[src/design/mfep_pkg.sv]
// ---------------------------------------------------------------------------
// mfep_pkg
// Types and constants shared by the MIDI file event parser modules.
// ---------------------------------------------------------------------------
package mfep_pkg;

  typedef enum logic [3:0] {
    PH_IDLE, PH_HEAD, PH_HSKIP, PH_CHDR, PH_DELTA, PH_STATUS, PH_DATA,
    PH_MTYPE, PH_MLEN, PH_SYXLEN, PH_SKIP, PH_TEMPO, PH_DONE, PH_ERROR
  } phase_t;

  localparam logic [3:0] EV_DIVISION  = 4'd0;
  localparam logic [3:0] EV_NOTE_ON   = 4'd1;
  localparam logic [3:0] EV_NOTE_OFF  = 4'd2;
  localparam logic [3:0] EV_PROGRAM   = 4'd3;
  localparam logic [3:0] EV_VOLUME    = 4'd4;
  localparam logic [3:0] EV_BEND      = 4'd5;
  localparam logic [3:0] EV_TEMPO     = 4'd6;
  localparam logic [3:0] EV_TRACK_END = 4'd7;
  localparam logic [3:0] EV_ERROR     = 4'd8;

  localparam logic [7:0] META_TEMPO = 8'h51;
  localparam logic [7:0] ST_META    = 8'hFF;
  localparam logic [7:0] ST_SYSEX   = 8'hF0;
  localparam logic [7:0] ST_ESCAPE  = 8'hF7;
  localparam logic [3:0] HI_NOTE_ON  = 4'h9;
  localparam logic [3:0] HI_NOTE_OFF = 4'h8;
  localparam logic [3:0] HI_PROGRAM  = 4'hC;
  localparam logic [3:0] HI_PRESSURE = 4'hD;
  localparam logic [3:0] HI_CONTROL  = 4'hB;
  localparam logic [3:0] HI_BEND     = 4'hE;

  typedef struct packed {
    logic [3:0]  kind;
    logic [15:0] track;
    logic [31:0] tick;
    logic [7:0]  key;
    logic [7:0]  velocity;
    logic [23:0] value;
    logic        done;
    logic        last;
  } result_t;

  // Up to two results caused by one byte.
  typedef struct packed {
    logic [1:0] count;
    result_t    r0;
    result_t    r1;
  } pair_t;

  function automatic logic [7:0] head_tag(input logic [1:0] i);
    unique case (i)
      2'd0: head_tag = 8'h4D;
      2'd1: head_tag = 8'h54;
      2'd2: head_tag = 8'h68;
      default: head_tag = 8'h64;
    endcase
  endfunction

  function automatic logic [7:0] trk_tag(input logic [1:0] i);
    unique case (i)
      2'd0: trk_tag = 8'h4D;
      2'd1: trk_tag = 8'h54;
      2'd2: trk_tag = 8'h72;
      default: trk_tag = 8'h6B;
    endcase
  endfunction

endpackage

[src/design/mfep_front.sv]
// ---------------------------------------------------------------------------
// mfep_front
// Parses one byte per cycle and produces the results that byte causes.
// ---------------------------------------------------------------------------
module mfep_front (
  input  logic          clk,
  input  logic          rst,
  input  logic          in_valid,
  input  logic [7:0]    data_byte,
  input  logic          start_of_file,
  input  logic          end_of_file,
  output logic          res_valid,
  output mfep_pkg::pair_t res
);
  import mfep_pkg::*;

  phase_t      phase, phase_next;
  logic [3:0]  fcount, fcount_next;
  logic [31:0] chunk_left, chunk_left_next;
  logic [15:0] tracks_left, tracks_left_next;
  logic [15:0] cur_track, cur_track_next;
  logic [31:0] tick, tick_next;
  logic [31:0] varlen, varlen_next;
  logic [7:0]  run_status, run_status_next;
  logic [7:0]  act_status, act_status_next;
  logic [7:0]  meta_type, meta_type_next;
  logic [31:0] skip_left, skip_left_next;
  logic [23:0] held, held_next;
  pair_t       out_next;

  function automatic logic [3:0] fcount_inc(input logic [3:0] v);
    fcount_inc = v + 4'd1;
  endfunction

  always_comb begin
    phase_t      ph;
    logic [3:0]  fc;
    logic [31:0] cl, vl, sk;
    logic [15:0] tl, ct;
    logic [7:0]  b, rs, as, hs;
    logic [31:0] tk;
    logic [23:0] hd;
    logic [7:0]  mt;
    logic [3:0]  hi;
    logic        need2, tfire;
    result_t     r;
    logic [1:0]  n;
    result_t     o0, o1;
    b  = data_byte;
    ph = phase; fc = fcount; cl = chunk_left; tl = tracks_left; ct = cur_track;
    tk = tick; vl = varlen; rs = run_status; as = act_status; mt = meta_type;
    sk = skip_left; hd = held; hi = 4'd0; need2 = 1'b0; tfire = 1'b0; hs = 8'd0;
    n = 2'd0; o0 = '0; o1 = '0; r = '0;
    if (in_valid) begin
      if (start_of_file) begin
        ph = PH_HEAD; fc = '0; cl = '0; tl = '0; ct = '0; tk = '0; vl = '0;
        rs = '0; as = '0; mt = '0; sk = '0; hd = '0;
      end
      if (ph != PH_IDLE && ph != PH_DONE && ph != PH_ERROR) begin
        unique case (ph)
          PH_HEAD: begin
            fc = fcount_inc(fc);
            if (fc == 4'd1 || fc == 4'd2 || fc == 4'd3 || fc == 4'd4) begin
              if (b != head_tag(2'(fc - 4'd1))) begin
                r = '0; r.kind = EV_ERROR; r.track = ct; o0 = r; n = 2'd1;
                ph = PH_ERROR;
              end
            end else if (fc >= 4'd5 && fc <= 4'd8) begin
              cl = {cl[23:0], b};
              if (fc == 4'd8 && cl < 32'd6) begin
                r = '0; r.kind = EV_ERROR; r.track = ct; o0 = r; n = 2'd1;
                ph = PH_ERROR;
              end
            end else if (fc == 4'd11 || fc == 4'd12) begin
              tl = {tl[7:0], b};
            end else if (fc == 4'd13) begin
              hd = {16'd0, b};
            end else if (fc == 4'd14) begin
              hd = {8'd0, hd[7:0], b};
              r = '0; r.kind = EV_DIVISION; r.value = hd; o0 = r; n = 2'd1;
              sk = cl - 32'd6;
              if (sk != 0) ph = PH_HSKIP;
              else begin
                fc = '0; ph = (tl == 0) ? PH_DONE : PH_CHDR;
              end
            end
          end
          PH_HSKIP: begin
            sk = sk - 32'd1;
            if (sk == 0) begin
              fc = '0; ph = (tl == 0) ? PH_DONE : PH_CHDR;
            end
          end
          PH_CHDR: begin
            fc = fcount_inc(fc);
            if (fc <= 4'd4 && fc != 4'd0) begin
              if (b != trk_tag(2'(fc - 4'd1))) begin
                r = '0; r.kind = EV_ERROR; r.track = ct; o0 = r; n = 2'd1;
                ph = PH_ERROR;
              end
            end else begin
              cl = {cl[23:0], b};
              if (fc >= 4'd8 || fc == 4'd0) begin
                tk = '0; rs = '0; as = '0; ph = PH_DELTA; vl = '0;
                if (cl == 0) tfire = 1'b1;
              end
            end
          end
          default: begin
            // Track body byte.
            unique case (ph)
              PH_DELTA: begin
                vl = {vl[24:0], b[6:0]};
                if (!b[7]) begin
                  tk = tk + vl; ph = PH_STATUS;
                end
              end
              PH_MTYPE: begin
                mt = b; vl = '0; ph = PH_MLEN;
              end
              PH_MLEN, PH_SYXLEN: begin
                vl = {vl[24:0], b[6:0]};
                if (!b[7]) begin
                  if (ph == PH_MLEN && mt == META_TEMPO && vl == 32'd3) begin
                    fc = '0; hd = '0; ph = PH_TEMPO;
                  end else if (vl == 0) begin
                    ph = PH_DELTA; vl = '0;
                  end else begin
                    sk = vl; ph = PH_SKIP;
                  end
                end
              end
              PH_SKIP: begin
                sk = sk - 32'd1;
                if (sk == 0) begin
                  ph = PH_DELTA; vl = '0;
                end
              end
              PH_TEMPO: begin
                hd = {hd[15:0], b};
                fc = fcount_inc(fc);
                if (fc >= 4'd3) begin
                  r = '0; r.kind = EV_TEMPO; r.track = ct; r.tick = tk; r.value = hd;
                  o0 = r; n = 2'd1; ph = PH_DELTA; vl = '0;
                end
              end
              PH_STATUS, PH_DATA: begin
                if (ph == PH_STATUS) fc = '0;
                if (ph == PH_STATUS && b[7]) begin
                  as = b;
                  if (b == ST_META) ph = PH_MTYPE;
                  else if (b == ST_SYSEX || b == ST_ESCAPE) begin
                    vl = '0; ph = PH_SYXLEN;
                  end else begin
                    rs = b; ph = PH_DATA;
                  end
                end else begin
                  if (ph == PH_STATUS) as = rs;
                  hi = as[7:4];
                  need2 = !(hi == HI_PROGRAM || hi == HI_PRESSURE);
                  if (fc == 4'd0) hd = {16'd0, b};
                  fc = fcount_inc(fc);
                  if (need2 && fc < 4'd2) ph = PH_DATA;
                  else begin
                    hs = hd[7:0];
                    r = '0; r.track = ct; r.tick = tk;
                    priority if (hi == HI_NOTE_ON) begin
                      r.kind = EV_NOTE_ON; r.key = hs; r.velocity = b; n = 2'd1;
                    end else if (hi == HI_NOTE_OFF) begin
                      r.kind = EV_NOTE_OFF; r.key = hs; r.velocity = b; n = 2'd1;
                    end else if (hi == HI_PROGRAM) begin
                      r.kind = EV_PROGRAM; r.value = {16'd0, hs}; n = 2'd1;
                    end else if (hi == HI_CONTROL) begin
                      if (hs == 8'd7) begin
                        r.kind = EV_VOLUME; r.value = {16'd0, b}; n = 2'd1;
                      end
                    end else if (hi == HI_BEND) begin
                      r.kind = EV_BEND;
                      r.value = {9'd0, b, 7'd0} | {16'd0, hs}; n = 2'd1;
                    end
                    o0 = r; ph = PH_DELTA; vl = '0;
                  end
                end
              end
              default: ;
            endcase
            cl = cl - 32'd1;
            if (cl == 0) tfire = 1'b1;
          end
        endcase
        if (tfire) begin
          r = '0; r.kind = EV_TRACK_END; r.track = ct; r.tick = tk;
          r.done = (tl == 16'd1);
          if (n == 2'd0) o0 = r; else o1 = r;
          n = n + 2'd1;
          tl = tl - 16'd1; ct = ct + 16'd1; fc = '0;
          ph = (tl == 0) ? PH_DONE : PH_CHDR;
        end
        if (end_of_file && ph != PH_DONE && ph != PH_ERROR) begin
          if (n == 2'd2 && o1.kind == EV_TRACK_END) n = 2'd1;
          else if (n == 2'd1 && o0.kind == EV_TRACK_END) n = 2'd0;
          r = '0; r.kind = EV_ERROR; r.track = ct;
          if (n == 2'd0) o0 = r; else o1 = r;
          n = n + 2'd1; ph = PH_ERROR;
        end
      end
      if (n == 2'd1) o0.last = 1'b1;
      if (n == 2'd2) o1.last = 1'b1;
    end
    phase_next = ph; fcount_next = fc; chunk_left_next = cl; tracks_left_next = tl;
    cur_track_next = ct; tick_next = tk; varlen_next = vl; run_status_next = rs;
    act_status_next = as; meta_type_next = mt; skip_left_next = sk; held_next = hd;
    out_next.count = n; out_next.r0 = o0; out_next.r1 = o1;
  end

  always_ff @(posedge clk) begin
    if (rst) begin
      phase <= PH_IDLE; fcount <= '0; chunk_left <= '0; tracks_left <= '0;
      cur_track <= '0; tick <= '0; varlen <= '0; run_status <= '0;
      act_status <= '0; meta_type <= '0; skip_left <= '0; held <= '0;
      res_valid <= 1'b0;
    end else begin
      phase <= phase_next; fcount <= fcount_next; chunk_left <= chunk_left_next;
      tracks_left <= tracks_left_next; cur_track <= cur_track_next;
      tick <= tick_next; varlen <= varlen_next; run_status <= run_status_next;
      act_status <= act_status_next; meta_type <= meta_type_next;
      skip_left <= skip_left_next; held <= held_next;
      res_valid <= in_valid && (out_next.count != 2'd0);
    end
  end

  always_ff @(posedge clk) begin
    res <= out_next;
  end
endmodule

[src/design/mfep_queue.sv]
// ---------------------------------------------------------------------------
// mfep_queue
// Result queue: takes up to two results a cycle, hands out one a cycle on pop.
// ---------------------------------------------------------------------------
module mfep_queue #(
  parameter int DEPTH = 8
) (
  input  logic              clk,
  input  logic              rst,
  input  logic              wr_valid,
  input  mfep_pkg::pair_t   wr_data,
  output logic              almost_full,
  input  logic              pop,
  output logic              empty,
  output mfep_pkg::result_t head
);
  import mfep_pkg::*;

  localparam int AW = $clog2(DEPTH);

  result_t        mem [DEPTH];
  logic [AW-1:0]  rd_ptr, wr_ptr;
  logic [AW:0]    count, count_next;
  logic           do_pop;
  logic [AW:0]    n_wr;

  assign empty  = (count == '0);
  assign do_pop = pop && !empty;
  assign n_wr   = wr_valid ? (AW+1)'(wr_data.count) : '0;
  assign count_next = count + n_wr - (AW+1)'(do_pop);
  // Room kept for the two results of the byte in flight plus two more.
  assign almost_full = (count > (AW+1)'(DEPTH - 4));
  assign head = mem[rd_ptr];

  always_ff @(posedge clk) begin
    if (rst) begin
      rd_ptr <= '0; wr_ptr <= '0; count <= '0;
    end else begin
      rd_ptr <= rd_ptr + AW'(do_pop);
      wr_ptr <= wr_ptr + n_wr[AW-1:0];
      count  <= count_next;
    end
  end

  always_ff @(posedge clk) begin
    if (wr_valid && wr_data.count != 2'd0) mem[wr_ptr] <= wr_data.r0;
    if (wr_valid && wr_data.count == 2'd2) mem[wr_ptr + AW'(1)] <= wr_data.r1;
  end
endmodule

[src/design/midi_file_event_parser_top.sv]
// ---------------------------------------------------------------------------
// midi_file_event_parser_top
// Standard MIDI file parser: bytes in, note, control and tempo events out.
// ---------------------------------------------------------------------------
// One file byte is taken per cycle while full is low; the parser state
// machine updates in that cycle and the results of that byte (at most two)
// enter an eight-entry queue in the cycle after. Results leave one per cycle
// while pop is high, so throughput is one byte per cycle except where a byte
// makes two results and the consumer drains at one a cycle; full rises when
// the queue is nearly full.
module midi_file_event_parser_top #(
  parameter int QUEUE_DEPTH = 8
) (
  input  logic        clk,
  input  logic        rst,
  input  logic        push,
  output logic        full,
  input  logic [7:0]  data_byte,
  input  logic        start_of_file,
  input  logic        end_of_file,
  output logic        empty,
  input  logic        pop,
  output logic [3:0]  event_kind,
  output logic [15:0] track_number,
  output logic [31:0] event_tick,
  output logic [7:0]  note_key,
  output logic [7:0]  note_velocity,
  output logic [23:0] event_value,
  output logic        file_done,
  output logic        last_of_run
);
  import mfep_pkg::*;

  logic    res_valid;
  pair_t   res;
  result_t head;

  mfep_front u_front (
    .clk, .rst, .in_valid(push && !full), .data_byte, .start_of_file,
    .end_of_file, .res_valid, .res
  );

  mfep_queue #(.DEPTH(QUEUE_DEPTH)) u_queue (
    .clk, .rst, .wr_valid(res_valid), .wr_data(res), .almost_full(full),
    .pop, .empty, .head
  );

  assign event_kind    = head.kind;
  assign track_number  = head.track;
  assign event_tick    = head.tick;
  assign note_key      = head.key;
  assign note_velocity = head.velocity;
  assign event_value   = head.value;
  assign file_done     = head.done;
  assign last_of_run   = head.last;
endmodule

[config.mk]
export PLATFORM = sky130hd
export DESIGN_NAME = midi_file_event_parser_top
export DESIGN_NICKNAME = d
export VERILOG_FILES = /design/src/design/mfep_pkg.sv /design/src/design/mfep_front.sv /design/src/design/mfep_queue.sv /design/src/design/midi_file_event_parser_top.sv
export SDC_FILE = /design/constraint.sdc
export NUM_CORES = 2
export LEC_CHECK = 0
export ABC_AREA = 0
export BUFFER_PORTS_ARGS = -buffer_cell sky130_fd_sc_hd__buf_2
export CAP_MARGIN = 0
export CORE_AREA = 2 2 321 323
export CTS_CLUSTER_DIAMETER = 50
export DETAILED_ROUTE_END_ITERATION = 10
export DIE_AREA = 0 0 323 325
export HOLD_SLACK_MARGIN = 0.06
export PLACE_DENSITY_LB_ADDON = 0.12
export SLEW_MARGIN = 20
export SYNTH_ARGS = -nofsm -noshare
export SYNTH_HDL_FRONTEND = slang
export SYNTH_SLANG_ARGS = --single-unit
[constraint.sdc]
create_clock -name clk -period 11.75 [get_ports clk]
set_clock_uncertainty 0.2 [all_clocks]
set_input_delay 1.7625 -clock clk [delete_from_list [all_inputs] [get_ports clk]]
set_output_delay 1.7625 -clock clk [all_outputs]
set_load 0.03 [all_outputs]
## Yosys cells after proc, flatten, opt, wreduce, memory -nomap -nowiden

Memory sizes are Yosys's and may differ from the RTL's. A register that Yosys moved wholly into a read port is not among the register bits.
Cells that the tools add are included.

| storage, ports and cells | value |
|---|---|
| register bits | 417 |
| bits in writable memories | 752 |
| bits of input ports | 14 |
| output and inout bits | 96 |
| logic and storage cells | 416 |
| memories kept | 1 |

| cells by class | value |
|---|---|
| add/sub/neg operators | 16 |
| $lt $le $gt $ge | 8 |
| eq/ne operators | 48 |
| muxes and demuxes | 258 |
| bitwise gates (word level) | 1 |
| reduce and logical (&&, ||, !) cells | 51 |

Memory list:

| memory | depth | width | read ports | clocked after Yosys merged registers in | write ports | line | RTL |
|---|---|---|---|---|---|---|---|
| u_queue.mem | 8 | 94 | 1 | 1 | 2 | mfep_queue.sv:21 | `result_t mem [DEPTH];` |

Operators with widths:

| cell | count |
|---|---|
| $mux 94 | 21 |
| $mux 32 | 38 |
| $mux 24 | 21 |
| $pmux 94 s3 | 1 |
| $mux 8 | 34 |
| $mux 16 | 16 |
| $mux 4 | 53 |
| $pmux 32 s2 | 3 |
| $pmux 32 s3 | 2 |
| $pmux 32 s6 | 1 |
| $pmux 94 s2 | 1 |
| $mux 93 | 2 |
| $logic_not 32->1 | 4 |
| $pmux 24 s3 | 1 |
| $sub 32x1->32 const B | 2 |
| $eq 4x4->1 const B | 15 |
| $mux 2 | 26 |
| $pmux 24 s2 | 1 |
| $pmux 4 s3 | 3 |
| $pmux 6 s3 | 2 |
| $add 32x32->32 | 1 |
| $eq 32x2->1 const B | 1 |
| $logic_not 16->1 | 2 |
| $lt 32x3->1 const B | 1 |
| other kinds (49) | 130 |

## Longest topological paths before layout

| logic depth | value |
|---|---|
| word-level depth | 48 |
| mapped depth | 35 |
| mapped depth without buffers | 22 |

## Hierarchy

A second synthesis with hierarchy kept.

| unflattened totals | value |
|---|---|
| cell total of the unflattened synthesis | 5550 |
| area, all modules | 63155.6 µm² |

Modules (own cells, without submodules):

| module | times used | cells each | area each (µm²) | sequential area each (µm²) |
|---|---|---|---|---|
| mfep_queue | 1 | 2007 | 37810.0 | 22781.8 |
| mfep_front | 1 | 3542 | 25331.8 | 6846.6 |
| midi_file_event_parser_top | 1 | 1 | 13.8 | 0.0 |

## Worst setup path before layout

OpenSTA, ideal clock, no wires.

| timing | value |
|---|---|
| path kind | input-to-reg |
| from | input start_of_file |
| to | register, netlist name u_front.res[74] |
| library setup time | 0.124 ns |
| data arrival time | 8.743 ns |
| data required time | 11.426 ns |
| slack | 2.684 ns |
| cell stages on the path | 34 |
| buffers on the path | 15 |
| path through | buf_2 > buf_2 > buf_1 > buf_2 > clkbuf_1 > clkbuf_1 > buf_2 > buf_1 > clkbuf_1 > nor2b_1 > inv_1 > ha_1 > clkbuf_1 > or3b_2 > o41ai_2 > nand2_1 > o32ai_1 > nand3_1 > nor4_1 > a41oi_1 > inv_2 > buf_2 > buf_2 > ha_1 > clkbuf_1 > nor2_1 > a31o_2 > ha_1 > buf_1 > inv_1 > nand3_2 > buf_2 > mux2i_1 > o21ai_0 |

| between the ends | value |
|---|---|
| longest elaborated chain between the ends | 42 |
| elaborated cells on any way between the ends | 240 |
| those cells by class | add/sub (9); order compare (7); eq/ne (41); mux (145); reduce/logical (38) |

RTL lines:

| what | line | RTL |
|---|---|---|
| start, declared | midi_file_event_parser_top.sv:19 | `input logic start_of_file,` |
| $mux 4 | mfep_front.sv:55 | `if (start_of_file) begin` |
| $mux 4 | mfep_front.sv:54 | `if (in_valid) begin` |
| $eq 4x3->1 | n/a |  |
| $mux 4 | mfep_front.sv:148 | `if (ph == PH_STATUS) fc = '0;` |
| $mux 4 | mfep_front.sv:111 | `unique case (ph)` |
| $mux 4 | mfep_front.sv:60 | `unique case (ph)` |
| $mux 4 | mfep_front.sv:59 | `if (ph != PH_IDLE && ph != PH_DONE && ph != PH_ERROR) begin` |
| $mux 4 | mfep_front.sv:54 |  |
| [... 26 more ...] | n/a |  |
| $mux 2 | mfep_front.sv:201 | `else if (n == 2'd1 && o0.kind == EV_TRACK_END) n = 2'd0;` |
| $mux 2 | mfep_front.sv:200 | `if (n == 2'd2 && o1.kind == EV_TRACK_END) n = 2'd1;` |
| $mux 2 | mfep_front.sv:199 | `if (end_of_file && ph != PH_DONE && ph != PH_ERROR) begin` |
| $mux 2 | mfep_front.sv:59 |  |
| $mux 2 | mfep_front.sv:54 |  |
| $logic_not 2->1 | mfep_front.sv:203 | `if (n == 2'd0) o0 = r; else o1 = r;` |
| $mux 94 | mfep_front.sv:203 |  |
| $mux 94 | mfep_front.sv:199 |  |

Parallel ways exist; a longest one is shown, timed or not. The select of a mux whose other input is x is not followed.
A chain may end at the register's enable or synchronous reset.

## Worst setup path in the final report

| timing | value |
|---|---|
| from | input start_of_file |
| to | register, netlist name u_front.res[150] |

| between the ends | value |
|---|---|
| longest elaborated chain between the ends | 42 |
| elaborated cells on any way between the ends | 244 |
| those cells by class | add/sub (9); order compare (7); eq/ne (41); mux (149); reduce/logical (38) |

RTL lines:

| what | line |
|---|---|
| $mux 4 | mfep_front.sv:55 |
| $mux 4 | mfep_front.sv:54 |
| $eq 4x3->1 | n/a |
| $mux 4 | mfep_front.sv:148 |
| $mux 4 | mfep_front.sv:111 |
| $mux 4 | mfep_front.sv:60 |
| $mux 4 | mfep_front.sv:59 |
| $mux 4 | mfep_front.sv:54 |
| [... 26 more ...] | n/a |
| $mux 2 | mfep_front.sv:201 |
| $mux 2 | mfep_front.sv:200 |
| $mux 2 | mfep_front.sv:199 |
| $mux 2 | mfep_front.sv:59 |
| $mux 2 | mfep_front.sv:54 |
| $logic_not 2->1 | mfep_front.sv:203 |
| $mux 94 | mfep_front.sv:203 |
| $mux 94 | mfep_front.sv:199 |

Parallel ways exist; a longest one is shown, timed or not. The select of a mux whose other input is x is not followed.

==> reports/summary.txt <==
==================================================================================
Width of the die ....................................................       323 um
Slowest stage cell on the critical path ............................. sky130_fd_sc_hd__nand4_2
Number of global-route vias before repair ...........................        47108
Crit-path max FO ....................................................           96
Part of the cycle the worst path needs ..............................        74.5%
1st-iter DRT viols ..................................................         6719
Most used flip-flop cell after synthesis ............................ sky130_fd_sc_hd__edfxtp_1
Worst slew pin tran .................................................      1230 ps
Overall die area ....................................................   105000 um2
Share of final-layout standard cells stronger than drive strength 1 .        15.0%
Worst-case vdd ir drop ..............................................     0.182 mV
DR pass1 iterations .................................................            9
Clock-pin slew on the worst setup and hold paths ....................        60 ps
Number of enable flip-flop cells after synthesis ....................          752
Maximum number of pins on one net before global-route repair ........          129
Final TNS setup .....................................................         0 ps
Clock root cell ..................................................... sky130_fd_sc_hd__clkbuf_16
Data arrival time at the worst-slack endpoint .......................      9110 ps
Number of antenna violations at the first check in global routing ...            2
Cell taking the most area after synthesis ........................... sky130_fd_sc_hd__edfxtp_1
Max Cap Viol ........................................................            0
Sum of net half-perimeters after detailed placement .................       123 mm
Fraction of registers with async set or reset after synthesis .......           0%
Critical Path RT ....................................................     12110 ps
Post-Synthesis Mean Instance Area ...................................     9.86 um2
Core outline area ...................................................   101000 um2
Endpoints failing setup .............................................            0
Post-cts hold buffer count ..........................................            0
CTS max path bufs ...................................................            3
DRC .................................................................            0
Total detailed-routing wirelength ...................................       198 mm
Post-synth design cell area .........................................    60400 um2
Latest clock arrival within the worst-skew pair .....................       730 ps
Length of routed met2 wiring ........................................      91.0 mm
RSZ-0062 raised after global routing ................................        false
Delay of the slowest critical-path stage ............................       840 ps
CTS H-tree lvls .....................................................            3
RD Place Congestion .................................................        0.976
Total Power .........................................................      11.8 mW
Via/cell ratio ......................................................         6.65
Library cells used by synthesis .....................................          100
Per-cell routed wire length .........................................      26.6 um
Minimum clock period after layout ...................................      8750 ps
WL met1 .............................................................      80.0 mm
Capturing element type of the critical path .........................    flip-flop
Setup repair bufs after CTS .........................................            0
Worst Hold Class ....................................................      reg2reg
Critical path start-end classification ..............................       in2reg
Initial standard-cell utilization of the core .......................        59.6%
First-pass GRT wire length ..........................................       296 mm
Sequential area share after synthesis ...............................        49.1%
Portion of synthesized cell area occupied by the leading cell type ..        37.4%
Cell repeated most along the worst path ............................. sky130_fd_sc_hd__nor2_1
Setup slack of the critical path after layout .......................      3000 ps
Clock tree from TritonCTS ...........................................          yes
Die height ..........................................................       325 um
Status ..............................................................    completed
Met3 Wirelength .....................................................      19.4 mm
Top layer in use ....................................................         met4
Areal power density over the cells ..................................   179 nW/um2
Final count of pins violating max slew ..............................            0
Number of routed nets with antenna violations .......................            0
Nets in the synthesized netlist .....................................         6206
Post-place setup slack ..............................................      2540 ps
Static Leak .........................................................      22.9 nW
Synthesized instance count ..........................................         6124
Total overflow reported by the global router ........................            0
Clock buffers created by TritonCTS ..................................          119
Slew Limit Headroom .................................................        17.0%
NumNets Final .......................................................         6044
Sinks on Clock Net ..................................................         1104
Aggregate global-route resource usage ...............................        37.0%
Synthesis warning total .............................................            0
#FFs+latches synth ..................................................         1104
Instance count after placement with tap cells included ..............         7209
Post-route insts no fill ............................................         7435
Critical path, cell by cell ......................................... clkbuf_8 > buf_12 > or3b_2 > nor2_1 > nor2_1 > inv_1 > ha_1 > inv_1 > nor2_1 > o21ai_0 > nor4_1 > o31ai_1 > nor4b_2 > buf_4 > inv_1 > ha_1 > nor2_1 > a31o_2 > ha_1 > nand3_2 > nand4_2 > o32ai_1
Number of rows in the core area .....................................          117
Top cells by area, synth ............................................ sky130_fd_sc_hd__edfxtp_1, sky130_fd_sc_hd__dfxtp_1, sky130_fd_sc_hd__nand2_1
Final Hold Fails ....................................................            0
DR vias .............................................................        49408
I/O pin total .......................................................          110
Relative area change from synthesis to final layout .................        8.91%
Critical path launch point type .....................................   input port
Buffers added on ports ..............................................          109
Fmax achieved .......................................................      114 MHz
CTS resizes .........................................................            0
==================================================================================
layer usage:
layer,global-route usage (%),vias to the layer above
met3,5.80,507
met4,14.2,0
li1,-,21764
met2,58.0,2949
met5,0,-
met1,52.0,24188
placed cells by master (no fill, tap or decap), drive strengths merged, types with 44 or more instances in the layout:
master | synthesis | final
o21ai | 220 | 220
dfxtp | 352 | 352
nor2b | 154 | 154
clkbuf | 429 | 174
a21oi | 289 | 289
buf | 83 | 228
o22ai | 59 | 59
a211oi | 70 | 70
and2 | 283 | 283
nor4 | 58 | 58
nand3 | 109 | 109
inv | 106 | 115
a22oi | 121 | 121
edfxtp | 752 | 752
nand2 | 1258 | 1258
mux4 | 189 | 189
xnor2 | 65 | 65
nand4 | 44 | 44
nor3 | 115 | 115
mux2 | 202 | 202
ha | 65 | 65
nor2 | 492 | 492
worst max-delay path: cells and delay by family:
family / cells / cell delay [ps]
AO/OA/AOI/OAI: 4 / 820
buffers and inverters: 6 / 1020
AND/OR/NAND/NOR: 9 / 4380
adder cells (fa/ha/maj): 3 / 970
per-stage QoR:
step / area (um2) / hold slack (ps) / utilization [%]
after floorplan: 60400 / 231 / -
after global placement: 61800 / 248 / 61.1
after detailed placement: 61900 / 251 / 61.1
after CTS: 65800 / 266 / 64.9
after global routing: 65800 / 282 / 64.9
final: 65800 / 265 / 64.9
sequential cells by signal, indices dropped and copies added (netlist names), 4 cells and up:
register and flops:
u_front.cur_track 16, u_front.tick 32, u_front.phase 4, u_front.skip_left 32
u_queue.count 4, u_front.chunk_left 32, u_front.meta_type 8, u_front.res 148
u_front.fcount 4, u_front.act_status 4, u_front.tracks_left 16, u_front.held 16
u_front.run_status 4, u_front.varlen 25, u_queue.mem 752
Yosys cell counts, types with 36 or more instances:
| cell type | n |
|---|---|
| sky130_fd_sc_hd__nand2_1 | 1257 |
| sky130_fd_sc_hd__edfxtp_1 | 752 |
| sky130_fd_sc_hd__nor2_1 | 491 |
| sky130_fd_sc_hd__clkbuf_1 | 429 |
| sky130_fd_sc_hd__dfxtp_1 | 352 |
| sky130_fd_sc_hd__a21oi_1 | 286 |
| sky130_fd_sc_hd__and2_1 | 282 |
| sky130_fd_sc_hd__o21ai_0 | 210 |
| sky130_fd_sc_hd__mux2_2 | 201 |
| sky130_fd_sc_hd__mux4_2 | 189 |
| sky130_fd_sc_hd__nor2b_1 | 154 |
| sky130_fd_sc_hd__a22oi_1 | 120 |
| sky130_fd_sc_hd__nor3_1 | 112 |
| sky130_fd_sc_hd__nand3_1 | 106 |
| sky130_fd_sc_hd__inv_1 | 101 |
| sky130_fd_sc_hd__a211oi_1 | 69 |
| sky130_fd_sc_hd__ha_1 | 65 |
| sky130_fd_sc_hd__xnor2_1 | 65 |
| sky130_fd_sc_hd__o22ai_1 | 59 |
| sky130_fd_sc_hd__nor4_1 | 55 |
| sky130_fd_sc_hd__buf_1 | 49 |
| sky130_fd_sc_hd__nand4_1 | 41 |
| sky130_fd_sc_hd__or3_1 | 36 |
cell type report:
type,instances,area (um2)
Multi-Input combinational cell,4402,28600
Antenna cell,1,2.50
Fill cell,8022,35500
Tap cell,1368,1710
Inverter,106,404
Clock buffer,173,3440
Clock inverter,52,468
Sequential cell,1104,29600
Timing Repair Buffer,229,1520
path summary, 6_finish.rpt:
| path | depth (start not counted) | start | slack (ps) | endpoint |
|---|---|---|---|---|
| worst min-delay path | 1 | u_front.held[8]$_SDFFE_PP0P_ | 260 | u_front.res[112]$_SDFF_PN0_ |
| worst max-delay path | 22 | start_of_file | 3000 | u_front.res[150]$_SDFF_PN0_ |
| worst max register to register | 20 | u_front.fcount[1]$_SDFFE_PP0P_ | 3900 | u_front.res[153]$_SDFF_PN0_ |
| worst min register to register | 1 | u_front.held[8]$_SDFFE_PP0P_ | 260 | u_front.res[112]$_SDFF_PN0_ |
power by group:
part | internal, mW | switching (mW) | total [mW]
combinational | 1.33 | 2.30 | 3.64
sequential | 4.22 | 0.218 | 4.44
clock | 2.13 | 1.60 | 3.73
total | 7.68 | 4.12 | 11.8
cell families after synthesis:
group,after synthesis,synth area share [%]
multiplexers,415,11.2
AND/OR/NAND/NOR,2716,20.9
flip-flops,1104,49.1
buffers and inverters,618,3.97
XOR/XNOR,96,1.39
adder cells (fa/ha/maj),68,1.45
AO/OA/AOI/OAI,1107,12.0
Note: power is estimated with default switching activity, not from simulation.
